===== src/design/binary_min_heap_macros.svh =====
// assertion macros for the binary min-heap
// no dependencies; taken in by files that carry assertions
`ifndef BINARY_MIN_HEAP_MACROS_SVH
`define BINARY_MIN_HEAP_MACROS_SVH

`ifndef ASSERT_OFF
`define BMH_ASSERT(lbl, clk, rstn, prop) \
    lbl: assert property (@(posedge clk) disable iff (!(rstn)) (prop)) \
        else $error("binary_min_heap: assertion failed");
`define BMH_ASSERT_NEVER(lbl, clk, rstn, cond) \
    lbl: assert property (@(posedge clk) disable iff (!(rstn)) !(cond)) \
        else $error("binary_min_heap: forbidden condition seen");
`else
`define BMH_ASSERT(lbl, clk, rstn, prop)
`define BMH_ASSERT_NEVER(lbl, clk, rstn, cond)
`endif

`endif


===== src/design/bmh_pkg.sv =====
// shared types and codes for the binary min-heap
// no dependencies; used by controller, datapath and top level
package bmh_pkg;

    localparam int KEY_W     = 63;
    localparam int CNT_OUT_W = 11;

    localparam logic FUNC_PUSH = 1'b0;
    localparam logic FUNC_POP  = 1'b1;

    typedef enum logic [1:0] {
        ST_OK        = 2'd0,
        ST_POP_EMPTY = 2'd1,
        ST_PUSH_FULL = 2'd2
    } status_t;

    typedef struct packed {
        logic             func;
        logic [KEY_W-1:0] key_in;
    } in_word_t;

    typedef struct packed {
        logic [KEY_W-1:0]     removed_key;
        logic [KEY_W-1:0]     min_key;
        logic [CNT_OUT_W-1:0] entry_count_out;
        logic                 is_empty;
        logic [1:0]           status;
    } out_word_t;

    typedef enum logic [2:0] {
        S_IDLE,
        S_CHECK,
        S_POP_LOAD,
        S_DOWN_RD,
        S_DOWN_CMP,
        S_UP_RD,
        S_UP_CMP,
        S_FINISH
    } ctl_state_t;

    typedef enum logic [3:0] {
        DP_NOP,
        DP_ACCEPT,
        DP_REJECT,
        DP_PUSH_START,
        DP_POP_START,
        DP_POP_LOAD,
        DP_PLACE,
        DP_UP_READ,
        DP_UP_STEP,
        DP_DOWN_READ,
        DP_DOWN_STEP
    } dp_op_t;

    typedef struct packed {
        dp_op_t op;
        logic   out_load;
    } dp_cmd_t;

    typedef struct packed {
        logic is_pop;
        logic empty;
        logic full;
        logic last_one;
        logic pos_zero;
        logic leaf;
        logic up_move;
        logic down_move;
    } dp_flags_t;

endpackage


===== src/design/bmh_ctrl.sv =====
// heap controller: sequences push sift-up and pop sift-down, owns handshakes
// depends on bmh_pkg
module bmh_ctrl (
    input  logic               aclk,
    input  logic               aresetn,
    input  logic               s_valid,
    output logic               s_ready,
    output logic               m_valid,
    input  logic               m_ready,
    input  bmh_pkg::dp_flags_t flags,
    output bmh_pkg::dp_cmd_t   cmd
);

    bmh_pkg::ctl_state_t state_reg, state_next;
    logic                m_valid_reg, m_valid_next;

    always_ff @(posedge aclk) begin
        if (!aresetn) begin
            state_reg   <= bmh_pkg::S_IDLE;
            m_valid_reg <= 1'b0;
        end else begin
            state_reg   <= state_next;
            m_valid_reg <= m_valid_next;
        end
    end

    always_comb begin
        state_next   = state_reg;
        m_valid_next = m_valid_reg && !m_ready;
        cmd.op       = bmh_pkg::DP_NOP;
        cmd.out_load = 1'b0;
        case (state_reg)
            bmh_pkg::S_IDLE: begin
                if (s_valid) begin
                    cmd.op     = bmh_pkg::DP_ACCEPT;
                    state_next = bmh_pkg::S_CHECK;
                end
            end
            bmh_pkg::S_CHECK: begin
                if (flags.is_pop) begin
                    if (flags.empty) begin
                        cmd.op     = bmh_pkg::DP_REJECT;
                        state_next = bmh_pkg::S_FINISH;
                    end else begin
                        cmd.op     = bmh_pkg::DP_POP_START;
                        state_next = flags.last_one ? bmh_pkg::S_FINISH
                                                    : bmh_pkg::S_POP_LOAD;
                    end
                end else begin
                    if (flags.full) begin
                        cmd.op     = bmh_pkg::DP_REJECT;
                        state_next = bmh_pkg::S_FINISH;
                    end else begin
                        cmd.op     = bmh_pkg::DP_PUSH_START;
                        state_next = bmh_pkg::S_UP_RD;
                    end
                end
            end
            bmh_pkg::S_POP_LOAD: begin
                cmd.op     = bmh_pkg::DP_POP_LOAD;
                state_next = bmh_pkg::S_DOWN_RD;
            end
            bmh_pkg::S_DOWN_RD: begin
                if (flags.leaf) begin
                    cmd.op     = bmh_pkg::DP_PLACE;
                    state_next = bmh_pkg::S_FINISH;
                end else begin
                    cmd.op     = bmh_pkg::DP_DOWN_READ;
                    state_next = bmh_pkg::S_DOWN_CMP;
                end
            end
            bmh_pkg::S_DOWN_CMP: begin
                cmd.op     = bmh_pkg::DP_DOWN_STEP;
                state_next = flags.down_move ? bmh_pkg::S_DOWN_RD : bmh_pkg::S_FINISH;
            end
            bmh_pkg::S_UP_RD: begin
                if (flags.pos_zero) begin
                    cmd.op     = bmh_pkg::DP_PLACE;
                    state_next = bmh_pkg::S_FINISH;
                end else begin
                    cmd.op     = bmh_pkg::DP_UP_READ;
                    state_next = bmh_pkg::S_UP_CMP;
                end
            end
            bmh_pkg::S_UP_CMP: begin
                cmd.op     = bmh_pkg::DP_UP_STEP;
                state_next = flags.up_move ? bmh_pkg::S_UP_RD : bmh_pkg::S_FINISH;
            end
            bmh_pkg::S_FINISH: begin
                if (!m_valid_reg || m_ready) begin
                    cmd.out_load = 1'b1;
                    m_valid_next = 1'b1;
                    state_next   = bmh_pkg::S_IDLE;
                end
            end
            default: begin
                state_next = bmh_pkg::S_IDLE;
            end
        endcase
    end

    assign s_ready = (state_reg == bmh_pkg::S_IDLE);
    assign m_valid = m_valid_reg;

endmodule


===== config.mk =====
export PLATFORM = sky130hd
export DESIGN_NAME = bmh_ctrl
export DESIGN_NICKNAME = d
export VERILOG_FILES = /design/src/design/binary_min_heap_macros.svh /design/src/design/bmh_pkg.sv /design/src/design/bmh_ctrl.sv
export SDC_FILE = /design/constraint.sdc
export NUM_CORES = 1
export LEC_CHECK = 0
export ABC_AREA = 1
export BUFFER_PORTS_ARGS = -buffer_cell sky130_fd_sc_hd__buf_4
export CORE_AREA = 2 2 39 41
export CTS_BUF_LIST = sky130_fd_sc_hd__clkbuf_8
export DETAILED_ROUTE_END_ITERATION = 16
export DIE_AREA = 0 0 41 43
export GPL_TIMING_DRIVEN = 0
export SLEW_MARGIN = 40
export SYNTH_ARGS = -nofsm -noshare
export SYNTH_HDL_FRONTEND = slang
export SYNTH_SLANG_ARGS = --single-unit

===== constraint.sdc =====
create_clock -name aclk -period 3.1 [get_ports aclk]
set_clock_uncertainty 0.1 [all_clocks]
set_input_delay 0.155 -clock aclk [delete_from_list [all_inputs] [get_ports aclk]]
set_output_delay 0.155 -clock aclk [all_outputs]
set_load 0.1 [all_outputs]

# == Word level (Yosys, flattened, before mapping) ==
# Cells that the tools add are included.
# totals
elab_cells,39
input_bits,12
memories,0
mem_bits_rw,0
rom_bits,0
ff_bits,4
latch_bits,0
output_inout_bits,7
# classes
div_mod_pow,0
n_mul,0
bitwise,0
shifts,0
addsub,0
order_cmp,0
n_mux,22
reduce_logical,6
eq_ne,9
# ops
cell,n
$pmux 4 s7,1
$pmux 3 s8,1
$mux 3,7
$eq 3x3->1 const B,4
$mux 1,8
$mux 4,2
$eq 3x2->1 const B,2
$mux 2,3
$ne 2x2->1 const B,2
$eq 3x1->1 const B,1
$logic_not 3->1,1
$logic_not 1->1,2
$reduce_and 2->1,1
$logic_and 1x1->1,1
$logic_or 1x1->1,1

# == Depth between registers and ports, before layout ==
# logic_depth
depth_word,4
depth_mapped,8
depth_no_buf,7

# == Least setup slack after synthesis ==
# OpenSTA, ideal clock, no wires.
# synth_timing
path_type,reg-to-output
startpoint,register m_valid_reg (netlist: m_valid)
endpoint,output cmd[0] (netlist name)
required_time_ps,2845
slack_ps,-29
path_stages_with_launch,4
path_buffers,0
t_arrival_ps,2874
cell_sequence,dfxtp_1 -> inv_1 -> nor2_1 -> nor3_1
# synth_rtl
element,line,rtl
"start, declared",bmh_ctrl.sv:15,"logic m_valid_reg, m_valid_next;"
"start signal, assigned",bmh_ctrl.sv:23,m_valid_reg <= m_valid_next;
"end, declared",bmh_ctrl.sv:11,output bmh_pkg::dp_cmd_t cmd

==> flow_metrics.py <==
metrics = {
    "global_route": {
        "grt_max_degree": 11,
        "grt_pass1_vias": 388,
        "track_usage": 0.122,
        "antenna_found_initial": 0,
        "grt_pass1_wl_um": 1490,
        "gr-total-overflow": 0,
    },
    "floorplan": {
        "num_rows": 14,
        "core-area_mm2": 0.00138,
        "fp.dieArea_mm2": 0.00176,
        "boundaryPins": 19,
        "fp.dieW_um": 41,
        "fp.dieH_um": 43,
        "initial_core_util": 0.279,
    },
    "synth": {
        "seq_area_frac_synth": 0.207,
        "ys_types": 19,
        "yosys.area.top_type": "dfxtp_1",
        "synth_edf_count": 0,
        "syn_area_per_cell_um2": 6.04,
        "ys_ff_latch": 4,
        "synth_area_leaders": "dfxtp_1 (21%), nand2_1 (12%), nor2_1 (9.7%)",
        "syn_area_um2": 387,
        "synth_nets": 76,
        "synth.top_cell.area_share": 0.207,
        "yosysMostFrequentCell": "nand2_1",
        "synth_common_cells": "nand2_1 (12), nor2_1 (10), inv_1 (6), nand3_1 (6)",
        "ys.warnings.count": 0,
        "synthCells": 64,
        "synthArstFlopShare": 0,
        "synthFlopType": "dfxtp_1",
    },
    "layout": {
        "drive_gt1_frac": 0.388,
        "largest_register_ffs": 3,
        "nNetsFinal": 99,
        "syn_to_final_growth_pct": 52.1,
        "antenna_cells": 0,
    },
    "place": {
        "dp_hpwl_um": 793,
        "routabilityCongestion": 0.805,
        "portBuffers": 18,
    },
    "sta": {
        "drv_slew": 0,
        "rsz0062_at_grt": "false",
        "hold_viol_final": 0,
        "setup_viol": 0,
        "finalCritPeriodShare": 0.568,
        "tightest_slew_ns": 0.281,
        "tns_ns": 0,
        "max_slew_margin": 0.812,
        "min_period_ns": 1.76,
        "fmax_mhz": 568,
    },
    "clock_tree": {
        "cts_buffer_depth": 2,
        "clkLatencyLatePin_ns": 0.22,
        "postCtsHoldBufs": 0,
        "cts_tree": "done",
        "cts_root_buf": "clkbuf_8",
        "clock_sinks": 4,
        "cts_setup_buffers": 0,
        "clk_pin_slew_ns": 0.03,
        "htree_levels": 1,
        "cts_buffers": 3,
        "post_cts_resized": 0,
    },
    "flow_run": {
        "drv_cap": 0,
    },
    "drt": {
        "drt-total-wl_um": 982,
        "first_iter_violations": 19,
        "drt-wirelength-per-cell_um": 9.72,
        "drc": 0,
        "routed_via_density": 4.74,
        "first_pass_iters": 4,
        "ant_nets": 0,
        "via_count": 479,
    },
    "critical_path": {
        "crit_type": "reg2out",
        "cp-end-kind": "primary output",
        "r2r_end": "state_reg[1]$_SDFFE_PN0P_",
        "start_kind": "flop",
        "critPathBufInv": 4,
        "cp-startpoint": "state_reg[2]$_SDFFE_PN0P_",
        "path_delay_family": "buffers and inverters",
        "critPathMaxFanout": 8,
        "required_ns": 2.84,
        "worstPathArrival_ns": 1.51,
        "max_stage_delay_ns": 0.32,
        "cp.depth": 7,
        "r2r_start": "state_reg[1]$_SDFFE_PN0P_",
        "r2r_setup_slack_ns": 1.82,
        "endpoint": "cmd[3]",
        "r2r_cells": 7,
        "path_cells": "buf_6, inv_2, nand4_1, nand2_1, inv_1, o211ai_1, buf_4",
        "critPathSlowestCell": "buf_4",
    },
    "hold_path": {
        "hold_start": "aresetn",
        "hp-class": "in2reg",
    },
    "run_status": {
        "outcome": "finished, final reports clean",
    },
}
[how the worst min path moves through the flow]
stage / end / cells after the start
floorplan: state_reg[1]$_SDFFE_PN0P_ / 2
global placement: state_reg[1]$_SDFFE_PN0P_ / 3
detailed placement: state_reg[1]$_SDFFE_PN0P_ / 3
CTS: state_reg[1]$_SDFFE_PN0P_ / 3
global route: state_reg[1]$_SDFFE_PN0P_ / 3
finish: state_reg[1]$_SDFFE_PN0P_ / 3
[final cells by class]
class | instances | area, um^2
Buffer | 2 | 18.8
Clock buffer | 3 | 41.3
Fill cell | 150 | 796
Inverter | 8 | 30.0
Multi-Input combinational cell | 50 | 263
Sequential cell | 4 | 80.1
Tap cell | 16 | 20.0
Timing Repair Buffer | 18 | 135
[routing by layer]
metal  vias up  routed length (um)  global-route usage  share of wire
met2        23                 457               0.172           0.47
met3         0                  86              0.0681          0.088
met1       200                 438               0.163           0.45
li1        256                   -                   -              -
met5         -                   0                   0              0
met4         0                   0              0.0200              0
[worst reg2reg max path, stage by stage (launching register included)]
cell and delay, ns:
dfxtp_1 0.47, nor2_1 0.14, nand2_1 0.10, nand2_1 0.05
nor2_1 0.12, nand3_1 0.10, nand2_1 0.07, inv_1 0.03
[cell families (layout without fill, tap and decap cells)]
kind of cell	Yosys count	after routing	synth area share
simple gates	41	41	0.534
flops	4	4	0.207
buf+inv	10	31	0.126
compound gates	9	9	0.133
[layout by cell type (no fill, tap or decap), drive strengths merged]
cell | synthesis | layout
buf | 2 | 20
nand2 | 16 | 16
nor2 | 12 | 12
inv | 8 | 8
nand3 | 7 | 7
nand4 | 4 | 4
dfxtp | 4 | 4
o21ai | 3 | 3
a21oi | 3 | 3
clkbuf | 0 | 3
o211ai | 1 | 1
o22ai | 1 | 1
nor3 | 1 | 1
and2 | 1 | 1
o21a | 1 | 1
[per-stage QoR]
step / area (um^2) / util / hold WS, ns / setup slack, ns / std cells
CTS: 588 / 0.425 / 0.0556 / 1.35 / 101
floorplan: 392 / - / 0.153 / 0.695 / 64
global placement: 547 / 0.395 / 0.271 / 1.56 / 98
global route: 588 / 0.425 / 0.0602 / 1.28 / 101
finish: 588 / 0.425 / 0.0570 / 1.34 / 101
detailed placement: 547 / 0.395 / 0.282 / 1.58 / 98
Power is left out: the tool's default activity adds up to more than one toggle a clock period on the data nets, which glitch-free logic cannot reach.
